===== config.mk =====
export PLATFORM = sky130hd
export DESIGN_NAME = rfbc_ctrl
export DESIGN_NICKNAME = d
export VERILOG_FILES = /design/src/hdl/rfbc_pkg.sv /design/src/hdl/rfbc_ctrl.sv
export SDC_FILE = /design/constraint.sdc
export NUM_CORES = 1
export LEC_CHECK = 0
export ABC_AREA = 0
export BUFFER_PORTS_ARGS = -buffer_cell sky130_fd_sc_hd__buf_2
export CORE_AREA = 2 2 39 41
export DETAILED_ROUTE_END_ITERATION = 16
export DIE_AREA = 0 0 41 43
export PLACE_DENSITY = 0.46
export RECOVER_POWER = 25
export SYNTH_ARGS = -nofsm -noshare
export SYNTH_HDL_FRONTEND = slang
export SYNTH_SLANG_ARGS = --single-unit
export TNS_END_PERCENT = 1

===== constraint.sdc =====
create_clock -name clock -period 1.35 [get_ports clock]
set_input_delay 0 -clock clock [delete_from_list [all_inputs] [get_ports clock]]
set_output_delay 0 -clock clock [all_outputs]
set_load 0.02 [all_outputs]

===== src/hdl/rfbc_pkg.sv =====
package rfbc_pkg;

   // Size of the receive and transmit stores. Must be a power of two, so that
   // slot numbers wrap by truncation.
   localparam int BUFFER_DEPTH = 256;
   localparam int ADDR_W       = $clog2(BUFFER_DEPTH);
   // Indexes and counts reach BUFFER_DEPTH itself.
   localparam int INDEX_W      = $clog2(BUFFER_DEPTH + 1);

   // Configuration port.
   localparam int CSR_INDEX_W = 1;
   localparam int CSR_DATA_W  = 16;
   localparam logic [CSR_INDEX_W-1:0] CSR_CHAR_GAP  = 1'd0;
   localparam logic [CSR_INDEX_W-1:0] CSR_RX_ENABLE = 1'd1;

   // Register values after reset.
   localparam logic [15:0] CHAR_GAP_RESET = 16'd4;

   // Commands carried by an input transaction.
   typedef enum logic [2:0] {
      CMD_RX_BYTE     = 3'd0,
      CMD_TX_LOAD     = 3'd1,
      CMD_TX_START    = 3'd2,
      CMD_TX_COMPLETE = 3'd3,
      CMD_ARM_RECEIVE = 3'd4,
      CMD_TICK        = 3'd5,
      CMD_READ_WORD   = 3'd6
   } cmd_type;

   // Kind of a result transaction.
   typedef enum logic [2:0] {
      KIND_NONE           = 3'd0,
      KIND_LINE_BYTE      = 3'd1,
      KIND_TX_FINISHED    = 3'd2,
      KIND_FRAME_RECEIVED = 3'd3,
      KIND_NO_RESPONSE    = 3'd4,
      KIND_READ_DATA      = 3'd5,
      KIND_READ_INVALID   = 3'd6
   } kind_type;

   // Receive timing phase.
   typedef enum logic [1:0] {
      WAIT_IDLE  = 2'd0,
      WAIT_FIRST = 2'd1,
      WAIT_GAP   = 2'd2
   } wait_phase_type;

   // Controller states.
   typedef enum logic [2:0] {
      ST_CLEAR,
      ST_IDLE,
      ST_EXEC,
      ST_TX_FETCH,
      ST_RD_HI,
      ST_RD_LO,
      ST_DONE
   } state_type;

   // Commands from the controller to the datapath.
   typedef struct packed {
      logic clear;
      logic capture;
      logic exec;
      logic take_line;
      logic take_hi;
      logic take_lo;
      logic load_rsp;
   } ctl_cmd_type;

   // Status from the datapath to the controller.
   typedef struct packed {
      logic clear_last;
      logic tx_go;
      logic rd_ok;
      logic rsp_free;
   } dp_status_type;

endpackage


===== src/hdl/rfbc_ctrl.sv =====
module rfbc_ctrl
   import rfbc_pkg::*;
   (
   input  logic          clock,
   input  logic          reset,
   input  logic          req_tvalid,
   output logic          req_tready,
   input  dp_status_type st,
   output ctl_cmd_type   ctl
   );

   state_type state_ff;
   state_type state_in;

   // State register; reset starts the clearing pass over both stores.
   always_ff @(posedge clock) begin
      if (reset) begin
         state_ff <= ST_CLEAR;
      end else begin
         state_ff <= state_in;
      end
   end

   // Next state and commands to the datapath.
   always_comb begin
      state_in   = state_ff;
      ctl        = '0;
      req_tready = 1'b0;
      unique case (state_ff)
         ST_CLEAR: begin
            ctl.clear = 1'b1;
            if (st.clear_last) begin
               state_in = ST_IDLE;
            end
         end
         ST_IDLE: begin
            req_tready = 1'b1;
            if (req_tvalid) begin
               ctl.capture = 1'b1;
               state_in    = ST_EXEC;
            end
         end
         ST_EXEC: begin
            ctl.exec = 1'b1;
            if (st.tx_go) begin
               state_in = ST_TX_FETCH;
            end else if (st.rd_ok) begin
               state_in = ST_RD_HI;
            end else begin
               state_in = ST_DONE;
            end
         end
         ST_TX_FETCH: begin
            ctl.take_line = 1'b1;
            state_in      = ST_DONE;
         end
         ST_RD_HI: begin
            ctl.take_hi = 1'b1;
            state_in    = ST_RD_LO;
         end
         ST_RD_LO: begin
            ctl.take_lo = 1'b1;
            state_in    = ST_DONE;
         end
         ST_DONE: begin
            if (st.rsp_free) begin
               ctl.load_rsp = 1'b1;
               state_in     = ST_IDLE;
            end
         end
         default: begin
            state_in = ST_IDLE;
         end
      endcase
   end

   // An accepted transaction is executed in the next cycle.
   a_exec_after_accept: assert property (@(posedge clock) disable iff (reset)
      (req_tvalid && req_tready) |=> ctl.exec)
      else $error("accepted transaction was not executed");

   // The low byte of a word is taken right after its high byte.
   a_lo_after_hi: assert property (@(posedge clock) disable iff (reset)
      ctl.take_lo |-> $past(ctl.take_hi))
      else $error("low byte taken without high byte");

   // A transmit byte is taken right after the execute cycle that read it.
   a_line_after_exec: assert property (@(posedge clock) disable iff (reset)
      ctl.take_line |-> $past(ctl.exec))
      else $error("line byte taken without a read");

endmodule


==> summary.md <==
| Metric | Value |
|---|---|
| Final TNS setup | `0 ns` |
| Largest cells by area after synthesis | `dfxtp_1, buf_6, nor3b_1, and4bb_1, a21boi_2` |
| Largest net degree at the start of global routing | `14` |
| Placed cell area | `about 340 µm²` |
| Worst path arrival time | `1.20 ns` |
| Diode count | `0` |
| Ports | `15` |
| Net Sw Frac | `between 40% and 50%` |
| Initial antenna violation count | `0` |
| CTS H-Tree Depth | `1` |
| Final Max Tran Viols | `0` |
| Final Worst Setup Slack | `roughly 0.15 ns` |
| TritonCTS clock tree | `built` |
| Routed length per instance | `around 11 µm` |
| Synthesized flop and latch total | `3` |
| Drt via density | `approximately 4.3` |
| Skew final | `~0.0046 ns` |
| Largest family of logic cells by synthesized area | `simple AND/OR/NAND/NOR gates` |
| Worst Hold Depth | `3` |
| Unrepaired setup endpoints after global routing | `no` |
| Share of cells above drive strength 1 | `between 50% and 60%` |
| Fin nets | `56` |
| First-pass GRT wire length | `between 900 and 1000 µm` |
| Crit end category | `output pin` |
| Post-synthesis xor/xnor area fraction | `0%` |
| Reg clk slew, reported paths | `approximately 0.04 ns` |
| Remaining Overflow, GRT | `0` |
| Final Instance Area | `roughly 370 µm²` |
| Pint | `approximately 480 µW` |
| Avg Synthesized Cell Area | `between 8 and 9 µm²` |
| Family with the most delay on the worst path | `buffers and inverters` |
| Tot Pwr | `932 µW` |
| Clock Sinks | `3` |
| Max reg flops | `3` |
| Die W | `slightly above 40 µm` |
| Synth Area in Simple Gates | `between 30% and 40%` |
| P&R area growth vs syn | `34.9%` |
| RR Endpoint | `state_ff[2]` |
| Die Ht | `around 43 µm` |
| Detail Placement HPWL | `between 500 and 600 µm` |
| GR Layer Usage met1 | `approximately 11%` |
| Worst Path Max Fanout | `11` |
| Clk buf depth | `2` |
| Post-Synth Adder-Cell Area | `0%` |
| MaxCap Viol Count | `0` |
| Buf/Inv on CP | `2` |
| GRT met2 Usage | `roughly a tenth` |
| FF-to-FF setup slack | `0.22 ns` |
| Worst skew pair latency | `0.24 ns` |
| Routability cong. | `between 0.6 and 0.7` |
| GRT Max-Usage Layer | `met1` |
| Sequential area share after synthesis | `approximately 22%` |
| Core footprint | `around 1400 µm²` |
| Initial DRT Pass Iterations | `2` |
| Sequential share of power | `roughly 24%` |
| Max stage delay on crit path | `around 0.34 ns` |
| Yosys cell types | `24` |
| Critical-path top delay cell | `dfxtp_1` |
| Worst-path cell chain | `clkbuf_2 -> and4b_1 -> buf_2` |
| Die area | `around 1800 µm²` |
| Crit Path Class | `flip-flop to output pin` |
| Req. time, crit path | `1.35 ns` |
| Port Buffers | `14` |
| Std-Cell Rows | `14` |
| Post-Syn Nets | `39` |
| Yosys top cell area share | `~22%` |
| Combinational Power Share | `58.1%` |
| Biggest register | `state_ff` |
| Final hold violations | `0` |
| Pwr Density | `approximately 2500 nW/µm²` |
| DRT iter0 DRCs | `3` |
| Clock Power Share | `17.6%` |
| R2R cell count | `4` |
| Slew headroom | `about four fifths` |
| Mux cell area share after synthesis | `7.80%` |
| Synth warn | `0` |
| CTS Hold Buffers Added | `0` |
| Total GRT Usage | `around 8.7%` |
| Startpoint types | `flip-flop` |
| DRC | `0` |
| Reg-to-reg startpoint | `state_ff[0]` |
| Least-Margin Pin Slew | `0.319 ns` |
| Vias in the first global route | `226` |
| GRT met3 Usage | `3.14%` |
| Max Fclk | `about 0.83 GHz` |
| DP Worst Slack | `roughly 0.18 ns` |
| WL final | `slightly below 700 µm` |
| Minimum clock period | `between 1 and 1.5 ns` |
| Num CTS Buffers | `3` |
| Status | `completed` |
| ANT nets after route | `0` |
| Hold endpoint | `state_ff[1]` |
| Period utilization | `roughly nine tenths` |
| Post-Synthesis Cell Area | `approximately 270 µm²` |
| Switching power total | `roughly 450 µW` |
| Cell taking the most area after synthesis | `dfxtp_1` |
| Cell Count, Final, Fillers Out | `64` |
| VDD IR-drop max | `about 530 µV` |
| HP Start | `reset` |
| LEAKAGE | `roughly 0.00019 µW` |
| Final setup violation count | `0` |
| Hold Crit Class | `input port to flip-flop` |
| Placed cells | `60` |
| Vias | `about 270` |
| CTS root buffer | `clkbuf_4` |
| Largest registers | `state_ff x3` |
| Starting density of the core | `19.7%` |
| Post-Synthesis Cells | `32` |
| Synth Area in Compound Gates | `around 28%` |
## kinds of logic after synthesis
logic type | count (synthesis)
and+or+nand+nor | 13
AOI/OAI and AO/OA | 10
buffers and inverters | 4
DFF | 3
muxes | 2
## cells in the mapped netlist (all sizes together)
cell type  n
a21o       1
and4bb     1
mux2i      1
nor3       1
buf        3
and3b      1
inv        1
and4b      1
mux2       1
a22o       1
and3       1
and2       1
nor2       3
nand2      2
a21boi     3
a21oi      3
dfxtp      3
o21ai      2
nor3b      2
## per-stage QoR
step                      hold WS (ns)  util [%]
after floorplan                  0.189         -
after global placement           0.330      24.6
after detailed placement         0.326      24.6
after CTS                       0.0684      26.5
after global routing            0.0789      26.6
final                           0.0631      26.6
## cells in the final DEF, fill, tap and decap left out, types with 2 or more instances in the layout
| cell type | synthesis | final |
|---|---|---|
| clkbuf_4 | 0 | 3 |
| buf_2 | 0 | 14 |
| nand2_1 | 2 | 2 |
| a21oi_1 | 2 | 2 |
| a21boi_0 | 1 | 2 |
| nor3b_1 | 2 | 2 |
| dfxtp_1 | 3 | 2 |
| nor2_1 | 3 | 2 |
## cell type report
type / instances / area (µm²)
inverters: 1 / 3.75
clock buffers: 4 / 26.3
flip-flops and latches: 3 / 61.3
multi-input cells: 25 / 181
fillers: 164 / 1020
well taps: 16 / 20.0
repair buffers: 15 / 75.1
## worst register-to-register path: stages (launching register included)
cell,delay [ns]
dfxtp_1,0.34
clkbuf_2,0.24
o21ai_2,0.08
mux2_2,0.27
a21boi_2,0.13
## worst max path at each step
| stage | startpoint | endpoint | slack [ns] | depth (start not counted) |
|---|---|---|---|---|
| global route | state_ff[0] | ctl[0] | 0.07 | 3 |
| finish | state_ff[0] | ctl[0] | 0.15 | 3 |
| global placement | state_ff[1] | state_ff[0] | 0.21 | 3 |
| floorplan | state_ff[2] | state_ff[0] | 0.27 | 4 |
| CTS | state_ff[1] | ctl[5] | 0.06 | 3 |
| detailed placement | state_ff[1] | state_ff[0] | 0.18 | 3 |
## routing by layer
metal / up-vias / routed length (µm)
met5: - / 0
li1: 149 / -
met3: 2 / 73
met2: 15 / 263
met1: 106 / 335
met4: 0 / 17
## what timing repair did
item / CTS / global route
resized for setup: 0 / 2
buffers inserted: 0 / 0
setup endpoints to repair: 0 / 2
## power groups by stage
stage	sequential (µW)	combinational [µW]	clock, µW
floorplan	168	507	0
CTS	219	552	170
finish	227	541	164
global route	242	584	187
detailed placement	220	550	0
global placement	217	549	0
(Power assumes the default switching activity.)
