### src/hdl/rfbc_pkg.sv
package rfbc_pkg;

   // Size of the receive and transmit stores. Must be a power of two, so that
   // slot numbers wrap by truncation.
   localparam int BUFFER_DEPTH = 256;
   localparam int ADDR_W       = $clog2(BUFFER_DEPTH);
   // Indexes and counts reach BUFFER_DEPTH itself.
   localparam int INDEX_W      = $clog2(BUFFER_DEPTH + 1);

   // Configuration port.
   localparam int CSR_INDEX_W = 1;
   localparam int CSR_DATA_W  = 16;
   localparam logic [CSR_INDEX_W-1:0] CSR_CHAR_GAP  = 1'd0;
   localparam logic [CSR_INDEX_W-1:0] CSR_RX_ENABLE = 1'd1;

   // Register values after reset.
   localparam logic [15:0] CHAR_GAP_RESET = 16'd4;

   // Commands carried by an input transaction.
   typedef enum logic [2:0] {
      CMD_RX_BYTE     = 3'd0,
      CMD_TX_LOAD     = 3'd1,
      CMD_TX_START    = 3'd2,
      CMD_TX_COMPLETE = 3'd3,
      CMD_ARM_RECEIVE = 3'd4,
      CMD_TICK        = 3'd5,
      CMD_READ_WORD   = 3'd6
   } cmd_type;

   // Kind of a result transaction.
   typedef enum logic [2:0] {
      KIND_NONE           = 3'd0,
      KIND_LINE_BYTE      = 3'd1,
      KIND_TX_FINISHED    = 3'd2,
      KIND_FRAME_RECEIVED = 3'd3,
      KIND_NO_RESPONSE    = 3'd4,
      KIND_READ_DATA      = 3'd5,
      KIND_READ_INVALID   = 3'd6
   } kind_type;

   // Receive timing phase.
   typedef enum logic [1:0] {
      WAIT_IDLE  = 2'd0,
      WAIT_FIRST = 2'd1,
      WAIT_GAP   = 2'd2
   } wait_phase_type;

   // Controller states.
   typedef enum logic [2:0] {
      ST_CLEAR,
      ST_IDLE,
      ST_EXEC,
      ST_TX_FETCH,
      ST_RD_HI,
      ST_RD_LO,
      ST_DONE
   } state_type;

   // Commands from the controller to the datapath.
   typedef struct packed {
      logic clear;
      logic capture;
      logic exec;
      logic take_line;
      logic take_hi;
      logic take_lo;
      logic load_rsp;
   } ctl_cmd_type;

   // Status from the datapath to the controller.
   typedef struct packed {
      logic clear_last;
      logic tx_go;
      logic rd_ok;
      logic rsp_free;
   } dp_status_type;

endpackage

### src/hdl/rfbc_ram.sv
module rfbc_ram
   #(parameter int WIDTH = 8,
     parameter int DEPTH = 256)
   (
   input  logic                     clock,
   input  logic                     we,
   input  logic [$clog2(DEPTH)-1:0] waddr,
   input  logic [WIDTH-1:0]         wdata,
   input  logic [$clog2(DEPTH)-1:0] raddr,
   output logic [WIDTH-1:0]         rdata
   );

   logic [WIDTH-1:0] mem_ff [DEPTH];
   logic [WIDTH-1:0] rdata_ff;

   // One write port and one registered read port.
   always_ff @(posedge clock) begin
      if (we) begin
         mem_ff[waddr] <= wdata;
      end
      rdata_ff <= mem_ff[raddr];
   end

   assign rdata = rdata_ff;

endmodule

### src/hdl/rfbc_dp.sv
module rfbc_dp
   import rfbc_pkg::*;
   (
   input  logic                   clock,
   input  logic                   reset,
   // Configuration
   input  logic                   csr_we,
   input  logic [CSR_INDEX_W-1:0] csr_index,
   input  logic [CSR_DATA_W-1:0]  csr_wdata,
   // Input fields
   input  logic [2:0]             req_cmd,
   input  logic [7:0]             req_data_byte,
   input  logic [7:0]             req_position,
   input  logic [8:0]             req_frame_bytes,
   input  logic                   req_parity_error,
   input  logic                   req_overrun_error,
   input  logic                   req_noise_error,
   input  logic [31:0]            req_response_ticks,
   // Result register
   input  logic                   rsp_tready,
   output logic                   rsp_valid,
   output logic [2:0]             rsp_kind,
   output logic [7:0]             rsp_line_byte,
   output logic                   rsp_driver_enable,
   output logic [8:0]             rsp_frame_length,
   output logic [15:0]            rsp_read_word,
   // Controller
   input  ctl_cmd_type            ctl,
   output dp_status_type          st
   );

   // Captured transaction
   cmd_type     cmd_ff,    cmd_in;
   logic [7:0]  data_ff,   data_in;
   logic [7:0]  pos_ff,    pos_in;
   logic [8:0]  nbytes_ff, nbytes_in;
   logic        bad_ff,    bad_in;
   logic [31:0] resp_ff,   resp_in;

   // Configuration
   logic [15:0] gap_ff,    gap_in;
   logic        rx_en_ff,  rx_en_in;

   // Controller state
   logic [INDEX_W-1:0] rx_idx_ff,    rx_idx_in;
   logic [INDEX_W-1:0] frame_len_ff, frame_len_in;
   logic [INDEX_W-1:0] tx_count_ff,  tx_count_in;
   logic [INDEX_W-1:0] tx_idx_ff,    tx_idx_in;
   logic               driver_ff,    driver_in;
   wait_phase_type     phase_ff,     phase_in;
   logic [31:0]        wait_cnt_ff,  wait_cnt_in;
   logic [31:0]        wait_lim_ff,  wait_lim_in;

   // Slot written by the clearing pass after reset.
   logic [ADDR_W-1:0]  clr_addr_ff,  clr_addr_in;

   // Result under construction
   kind_type    kind_ff, kind_in;
   logic [7:0]  line_ff, line_in;
   logic [15:0] word_ff, word_in;

   // Output register
   logic        rsp_valid_ff, rsp_valid_in;
   kind_type    rsp_kind_ff,  rsp_kind_in;
   logic [7:0]  rsp_line_ff,  rsp_line_in;
   logic        rsp_drv_ff,   rsp_drv_in;
   logic [8:0]  rsp_flen_ff,  rsp_flen_in;
   logic [15:0] rsp_word_ff,  rsp_word_in;

   // Store ports
   logic               rx_keep;
   logic               rx_we,    tx_we;
   logic [ADDR_W-1:0]  rx_waddr, tx_waddr;
   logic [7:0]         rx_wdata, tx_wdata;
   logic [ADDR_W-1:0]  rx_raddr, tx_raddr;
   logic [7:0]         rx_rdata, tx_rdata;
   logic [ADDR_W-1:0]  pos_addr;
   logic [INDEX_W-1:0] rx_eff;
   logic [INDEX_W-1:0] tx_sat;
   logic [31:0]        wait_inc;

   rfbc_ram #(.WIDTH(8), .DEPTH(BUFFER_DEPTH)) u_rx_ram (
      .clock (clock),
      .we    (rx_we),
      .waddr (rx_waddr),
      .wdata (rx_wdata),
      .raddr (rx_raddr),
      .rdata (rx_rdata)
   );

   rfbc_ram #(.WIDTH(8), .DEPTH(BUFFER_DEPTH)) u_tx_ram (
      .clock (clock),
      .we    (tx_we),
      .waddr (tx_waddr),
      .wdata (tx_wdata),
      .raddr (tx_raddr),
      .rdata (tx_rdata)
   );

   // Store addressing; the clearing pass writes zeros to both stores.
   always_comb begin
      pos_addr = ADDR_W'(pos_ff);
      rx_eff   = (int'(rx_idx_ff) >= BUFFER_DEPTH) ? '0 : rx_idx_ff;
      rx_keep  = ctl.exec && (cmd_ff == CMD_RX_BYTE) && rx_en_ff && !bad_ff;
      rx_we    = ctl.clear || rx_keep;
      rx_waddr = ctl.clear ? clr_addr_ff : rx_eff[ADDR_W-1:0];
      rx_wdata = ctl.clear ? 8'h00 : data_ff;
      tx_we    = ctl.clear || (ctl.exec && (cmd_ff == CMD_TX_LOAD));
      tx_waddr = ctl.clear ? clr_addr_ff : pos_addr;
      tx_wdata = ctl.clear ? 8'h00 : data_ff;
      rx_raddr = ctl.take_hi ? (pos_addr + ADDR_W'(1)) : pos_addr;
      tx_raddr = (cmd_ff == CMD_TX_START) ? '0 : tx_idx_ff[ADDR_W-1:0];
      tx_sat   = (int'(nbytes_ff) > BUFFER_DEPTH) ? INDEX_W'(BUFFER_DEPTH)
                                                  : INDEX_W'(nbytes_ff);
      wait_inc = (wait_cnt_ff == '1) ? wait_cnt_ff : wait_cnt_ff + 32'd1;
   end

   // Status toward the controller.
   always_comb begin
      st.clear_last = (clr_addr_ff == ADDR_W'(BUFFER_DEPTH - 1));
      st.tx_go    = ((cmd_ff == CMD_TX_START) && (nbytes_ff != 9'd0))
                 || ((cmd_ff == CMD_TX_COMPLETE) && driver_ff && (tx_idx_ff < tx_count_ff));
      st.rd_ok    = (cmd_ff == CMD_READ_WORD) && (int'(pos_ff) < int'(frame_len_ff));
      st.rsp_free = !rsp_valid_ff || rsp_tready;
   end

   // Next values of all registers.
   always_comb begin
      cmd_in       = cmd_ff;
      data_in      = data_ff;
      pos_in       = pos_ff;
      nbytes_in    = nbytes_ff;
      bad_in       = bad_ff;
      resp_in      = resp_ff;
      gap_in       = gap_ff;
      rx_en_in     = rx_en_ff;
      rx_idx_in    = rx_idx_ff;
      frame_len_in = frame_len_ff;
      tx_count_in  = tx_count_ff;
      tx_idx_in    = tx_idx_ff;
      driver_in    = driver_ff;
      phase_in     = phase_ff;
      wait_cnt_in  = wait_cnt_ff;
      wait_lim_in  = wait_lim_ff;
      clr_addr_in  = clr_addr_ff;
      kind_in      = kind_ff;
      line_in      = line_ff;
      word_in      = word_ff;
      rsp_valid_in = rsp_valid_ff;
      rsp_kind_in  = rsp_kind_ff;
      rsp_line_in  = rsp_line_ff;
      rsp_drv_in   = rsp_drv_ff;
      rsp_flen_in  = rsp_flen_ff;
      rsp_word_in  = rsp_word_ff;

      // Step through the slots during the clearing pass.
      if (ctl.clear) begin
         clr_addr_in = clr_addr_ff + ADDR_W'(1);
      end

      // Register writes.
      if (csr_we) begin
         unique case (csr_index)
            CSR_CHAR_GAP:  gap_in   = csr_wdata[15:0];
            CSR_RX_ENABLE: rx_en_in = csr_wdata[0];
         endcase
      end

      // Take in a new transaction.
      if (ctl.capture) begin
         cmd_in    = cmd_type'(req_cmd);
         data_in   = req_data_byte;
         pos_in    = req_position;
         nbytes_in = req_frame_bytes;
         bad_in    = req_parity_error || req_overrun_error || req_noise_error;
         resp_in   = req_response_ticks;
      end

      // Execute the command against the current state.
      if (ctl.exec) begin
         kind_in = KIND_NONE;
         line_in = 8'h00;
         word_in = 16'h0000;
         case (cmd_ff)
            CMD_RX_BYTE: begin
               if (rx_keep) begin
                  rx_idx_in = rx_eff + INDEX_W'(1);
                  if ((phase_ff == WAIT_FIRST) || (phase_ff == WAIT_GAP)) begin
                     phase_in    = WAIT_GAP;
                     wait_cnt_in = '0;
                  end
               end
            end
            CMD_TX_LOAD: begin
               // The byte goes in through the transmit store's write port.
            end
            CMD_TX_START: begin
               tx_count_in = tx_sat;
               tx_idx_in   = '0;
               if (tx_sat != '0) begin
                  driver_in = 1'b1;
                  tx_idx_in = INDEX_W'(1);
                  kind_in   = KIND_LINE_BYTE;
               end
            end
            CMD_TX_COMPLETE: begin
               if (driver_ff) begin
                  if (tx_idx_ff >= tx_count_ff) begin
                     driver_in = 1'b0;
                     rx_idx_in = '0;
                     kind_in   = KIND_TX_FINISHED;
                  end else begin
                     tx_idx_in = tx_idx_ff + INDEX_W'(1);
                     kind_in   = KIND_LINE_BYTE;
                  end
               end
            end
            CMD_ARM_RECEIVE: begin
               phase_in    = WAIT_FIRST;
               wait_cnt_in = '0;
               wait_lim_in = resp_ff;
            end
            CMD_TICK: begin
               if (phase_ff == WAIT_FIRST) begin
                  wait_cnt_in = wait_inc;
                  if ((wait_lim_ff != '0) && (wait_inc >= wait_lim_ff)) begin
                     phase_in = WAIT_IDLE;
                     kind_in  = KIND_NO_RESPONSE;
                  end
               end else if (phase_ff == WAIT_GAP) begin
                  wait_cnt_in = wait_inc;
                  if (wait_inc >= {16'h0000, gap_ff}) begin
                     frame_len_in = rx_idx_ff;
                     rx_idx_in    = '0;
                     phase_in     = WAIT_IDLE;
                     kind_in      = KIND_FRAME_RECEIVED;
                  end
               end
            end
            CMD_READ_WORD: begin
               kind_in = st.rd_ok ? KIND_READ_DATA : KIND_READ_INVALID;
            end
            default: begin
               kind_in = KIND_NONE;
            end
         endcase
      end

      // Collect bytes read from the stores.
      if (ctl.take_line) begin
         line_in = tx_rdata;
      end
      if (ctl.take_hi) begin
         word_in[15:8] = rx_rdata;
      end
      if (ctl.take_lo) begin
         word_in[7:0] = rx_rdata;
      end

      // Output register: load a finished result, drop a taken one.
      if (ctl.load_rsp) begin
         rsp_valid_in = 1'b1;
         rsp_kind_in  = kind_ff;
         rsp_line_in  = line_ff;
         rsp_drv_in   = driver_ff;
         rsp_flen_in  = 9'(frame_len_ff);
         rsp_word_in  = word_ff;
      end else if (rsp_tready) begin
         rsp_valid_in = 1'b0;
      end
   end

   // Control state and configuration.
   always_ff @(posedge clock) begin
      if (reset) begin
         gap_ff       <= CHAR_GAP_RESET;
         rx_en_ff     <= 1'b1;
         rx_idx_ff    <= '0;
         frame_len_ff <= '0;
         tx_count_ff  <= '0;
         tx_idx_ff    <= '0;
         driver_ff    <= 1'b0;
         phase_ff     <= WAIT_IDLE;
         wait_cnt_ff  <= '0;
         wait_lim_ff  <= '0;
         clr_addr_ff  <= '0;
         rsp_valid_ff <= 1'b0;
      end else begin
         gap_ff       <= gap_in;
         rx_en_ff     <= rx_en_in;
         rx_idx_ff    <= rx_idx_in;
         frame_len_ff <= frame_len_in;
         tx_count_ff  <= tx_count_in;
         tx_idx_ff    <= tx_idx_in;
         driver_ff    <= driver_in;
         phase_ff     <= phase_in;
         wait_cnt_ff  <= wait_cnt_in;
         wait_lim_ff  <= wait_lim_in;
         clr_addr_ff  <= clr_addr_in;
         rsp_valid_ff <= rsp_valid_in;
      end
   end

   // Payload registers.
   always_ff @(posedge clock) begin
      cmd_ff       <= cmd_in;
      data_ff      <= data_in;
      pos_ff       <= pos_in;
      nbytes_ff    <= nbytes_in;
      bad_ff       <= bad_in;
      resp_ff      <= resp_in;
      kind_ff      <= kind_in;
      line_ff      <= line_in;
      word_ff      <= word_in;
      rsp_kind_ff  <= rsp_kind_in;
      rsp_line_ff  <= rsp_line_in;
      rsp_drv_ff   <= rsp_drv_in;
      rsp_flen_ff  <= rsp_flen_in;
      rsp_word_ff  <= rsp_word_in;
   end

   assign rsp_valid         = rsp_valid_ff;
   assign rsp_kind          = rsp_kind_ff;
   assign rsp_line_byte     = rsp_line_ff;
   assign rsp_driver_enable = rsp_drv_ff;
   assign rsp_frame_length  = rsp_flen_ff;
   assign rsp_read_word     = rsp_word_ff;

   // The receive write index never passes the store size.
   a_rx_idx_range: assert property (@(posedge clock) disable iff (reset)
      int'(rx_idx_ff) <= BUFFER_DEPTH)
      else $error("receive index beyond store size");

   // The transmit read index never passes the byte count.
   a_tx_idx_range: assert property (@(posedge clock) disable iff (reset)
      tx_idx_ff <= tx_count_ff)
      else $error("transmit index beyond byte count");

   // The driver is switched on only by a transmit start.
   a_driver_on: assert property (@(posedge clock) disable iff (reset)
      $rose(driver_ff) |-> $past(ctl.exec && (cmd_ff == CMD_TX_START)))
      else $error("driver enabled without transmit start");

endmodule

### config.mk
export PLATFORM = sky130hd
export DESIGN_NAME = rfbc_dp
export DESIGN_NICKNAME = d
export VERILOG_FILES = /design/src/hdl/rfbc_pkg.sv /design/src/hdl/rfbc_ram.sv /design/src/hdl/rfbc_dp.sv
export SDC_FILE = /design/constraint.sdc
export NUM_CORES = 2
export LEC_CHECK = 0
export ABC_AREA = 1
export BUFFER_PORTS_ARGS = -buffer_cell sky130_fd_sc_hd__buf_4
export CAP_MARGIN = 20
export CORE_ASPECT_RATIO = 1.25
export CORE_MARGIN = 2
export CORE_UTILIZATION = 48
export CTS_BUF_LIST = sky130_fd_sc_hd__clkbuf_4
export DETAILED_ROUTE_END_ITERATION = 8
export GPL_TIMING_DRIVEN = 1
export PLACE_DENSITY_LB_ADDON = 0.1
export SYNTH_ARGS = -nofsm -noshare
export SYNTH_HDL_FRONTEND = slang
export SYNTH_SLANG_ARGS = --single-unit
### constraint.sdc
create_clock -name clock -period 24.6 [get_ports clock]
set_clock_uncertainty 0.05 [all_clocks]
set_input_delay 3.69 -clock clock [delete_from_list [all_inputs] [get_ports clock]]
set_output_delay 3.69 -clock clock [all_outputs]
set_load 0.005 [all_outputs]
==> metrics.txt <==
clk sink count=4366; die height=just under 700 um; Detailed Route WL=roughly 520 mm; GRT Overall Usage=between 20 and 30%; Worst setup EP type=flop; Main synth FF type=edfxtp_1; status=completed; I/O Pins=133; Worst Tran Pin Value=1176 ps; flops & latches, synth=approximately 4400; WL/cell=about 26 um; number of synthesized flops with an enable pin=4221; Post-DP HPWL=288.4 mm; Pwr Density=roughly 79 nW/um^2; CTS tree=yes; Synth Area in Adders=0.4985%; max incr delay on CP=between 900 and 1000 ps; drt first pass iters=6; share of cells above drive strength 1=about 20%; Post-Syn Nets=14150; first-pass GRT wire length=765.8 mm; WP data arrival=slightly below 10000 ps; Setup Viol. Count Final=0; Max Fclk=between 100 and 150 MHz; CP dominant cell by count=nand2_1; Sw Share=between 20% and 30%; remaining global-route overflow=0; TNS Setup=0 ps; CP Cell Sequence=buf_4 -> inv_1 -> nand2_1 -> nand2_8 -> inv_8 -> buf_4 -> buf_4 -> buf_4 -> o21ai_0 -> o22ai_1 -> nand2_1 -> nand2_1 -> nand2_1 -> nand3_1 -> nand3_1 -> nand3_1 -> nand3_1 -> nand2_1; ys async rst share=0%; final antenna-violating net count=0; Worst Path Required=between 20000 and 30000 ps; DRC violations left=0; Hold WC Path Type=reg2reg; Port-buffer cells=approximately 130; worst skew pair latency=1760 ps; CP Launch Type=input port; most frequent cells in the layout=4221 x edfxtp_1, 1715 x nor2_1, 1608 x clkbuf_4; commonest non-fill, non-tap cell in the layout=edfxtp_1; Peak VDD IR=0.04964 mV; Clk pwr share=a little under two fifths; Post-CTS Setup Inserts=0; core area=around 370000 sq um; Compound-Gate Fraction of Synth Area=approximately a tenth; Logic pwr share=8.8%; worst hold slack=between 300 and 400 ps; die area=around 380000 sq um; Synth warnings=0; Simple-Gate Fraction of Synth Area=between 10% and 20%; post-synth top area share=71.12%; internal power=0.01159 W; Syn Std Cell Area=~180000 sq um; clock buffer count from CTS=about 1200; vias per cell=roughly 5.9; count of cell types in the netlist=45; CTS H-Tree Depth=7; Slew Limit Fails=0; post-synthesis mux area share=0%; vias=approximately 120k; Initial Util=between 40% and 50%; top fanout value on the critical path=between 150 and 200; die width=between 500 and 600 um; GP Congestion=around 0.88; hold buffers post-CTS=0; Synth area leaders=edfxtp_1 71%, o211ai_1 4.6%, nand3_1 3.8%; vias in the first global route=between 100k and 150k; leakage=~64 nW; Seq/Total Area, Yosys=72.75%; fin nets=between 10000 and 15000; Post-Synthesis Cells=roughly 14000; Syn Area/Cell=12.74 sq um; largest family of logic cells by synthesized area=simple AND/OR/NAND/NOR gates; clock transition at the registers of the reported paths=70 ps; RSZ-0062 raised after global routing=no; sequential share of power=53.2%; Final period util=between 30% and 40%; Final Core Density=around 53%; area delta synth->final=10.36%; xor and xnor area share after synthesis=0.1081%; root buf cell=clkbuf_4; final hold vios=0; minimum clock period=around 8000 ps; Std-Cell Rows=250; post-synth top area cell=edfxtp_1; first-iteration detailed-routing DRC count=11830; Post-CTS Resized=0; Crit Path Class=in2reg; max-cap violations=0; Clock Tree Buf Depth=5; NetSw=0.003915 W; Slew Limit Headroom=between 20 and 25%; initial antenna violation count=18; Fill cells=31890; largest net degree at the start of global routing=about 210; CP max stage cell=buf_4
## worst max-delay path, delay by kind of cell
kind / cells / cell delay [ps]
AOI/OAI and AO/OA: 2 / 420
buffers and inverters: 6 / 3740
and+or+nand+nor: 10 / 1440
## metrics by stage
stage	worst slack, ps	cells	power [W]	instance area [sq um]
floorplan	6100	13990	0.009305	178200
CTS	16840	20050	0.01564	196600
global route	16320	20070	0.01614	196600
global placement	15080	18220	0.009760	183500
finish	16560	20080	0.01550	196700
detailed placement	14990	18230	0.009773	183500
## Yosys cell counts, types with 3 or more instances
cell type  instances
nor4_1             4
ha_1              71
xnor2_1            8
buf_4              3
nor3b_1            3
nand3_1         1343
inv_1            239
xor2_1            14
dfxtp_1          145
o21a_1             4
nor2_1          1728
nand2_1         1244
nor3_1            37
o22ai_1          467
or2_2           1027
inv_2             11
buf_2            140
edfxtp_1        4221
nor2_4             3
o221ai_1          15
nand3b_1           7
o21ai_0         1090
o21bai_1           4
o211ai_1        1097
o32ai_1            7
nand2_2            7
a21oi_1          146
clkbuf_1         769
buf_1             85
nand4_1           25
nor2_2             5
## power groups by stage
stage	clock [W]	combinational (W)	sequential [W]
finish	0.00588	0.00137	0.00825
global placement	0	0.00135	0.00841
detailed placement	0	0.00136	0.00841
global route	0.00641	0.00148	0.00825
floorplan	0	0.000820	0.00848
CTS	0.00603	0.00136	0.00825
## sequential cells by signal, indices dropped and copies added (netlist names), 16 cells and up
signal,cells
rsp_read_word,16
u_rx_ram.mem_ff,2048
wait_cnt_ff,32
gap_ff,16
word_ff,16
wait_lim_ff,32
resp_ff,32
u_tx_ram.mem_ff,2048
## logic make-up (layout without fill, tap and decap cells)
group,after synthesis,in the layout
simple gates,5438,5438
flops,4366,4366
compound gates,2843,2843
buf+inv,1248,2402
fa+ha+maj,71,71
xor+xnor,22,22
other cells,0,28
## layout make-up
type | count | area (sq um) | share of cell area [%]
Clock inverter | 219 | 945.9 | 0.4809
Timing Repair Buffer | 325 | 2738 | 1.392
Sequential cell | 4366 | 129700 | 65.92
Inverter | 250 | 988.4 | 0.5026
Tap cell | 4914 | 6148 | 3.126
Antenna cell | 28 | 70.07 | 0.03563
Multi-Input combinational cell | 8374 | 44060 | 22.40
Clock buffer | 1608 | 12070 | 6.138
## per-layer routing
layer | up-vias | global-route usage, % | wire [um]
met2 | 4925 | 45.94 | 260200
li1 | 53310 | - | -
met3 | 899 | 5.924 | 36050
met4 | 0 | 12.49 | 19120
met1 | 58760 | 34.43 | 206000
met5 | - | 0 | 0
## worst paths after layout
| path | from | to | slack, ps | cells after the start |
|---|---|---|---|---|
| max | ctl[2] | u_rx_ram.rdata[4] | 16560 | 18 |
| min reg2reg | frame_len_ff[8] | rsp_frame_length[8] | 310 | 0 |
| min | frame_len_ff[8] | rsp_frame_length[8] | 310 | 0 |
| max reg2reg | cmd_ff[2] | u_tx_ram.rdata[2] | 17550 | 16 |
Power figures use the tool's default switching activity.
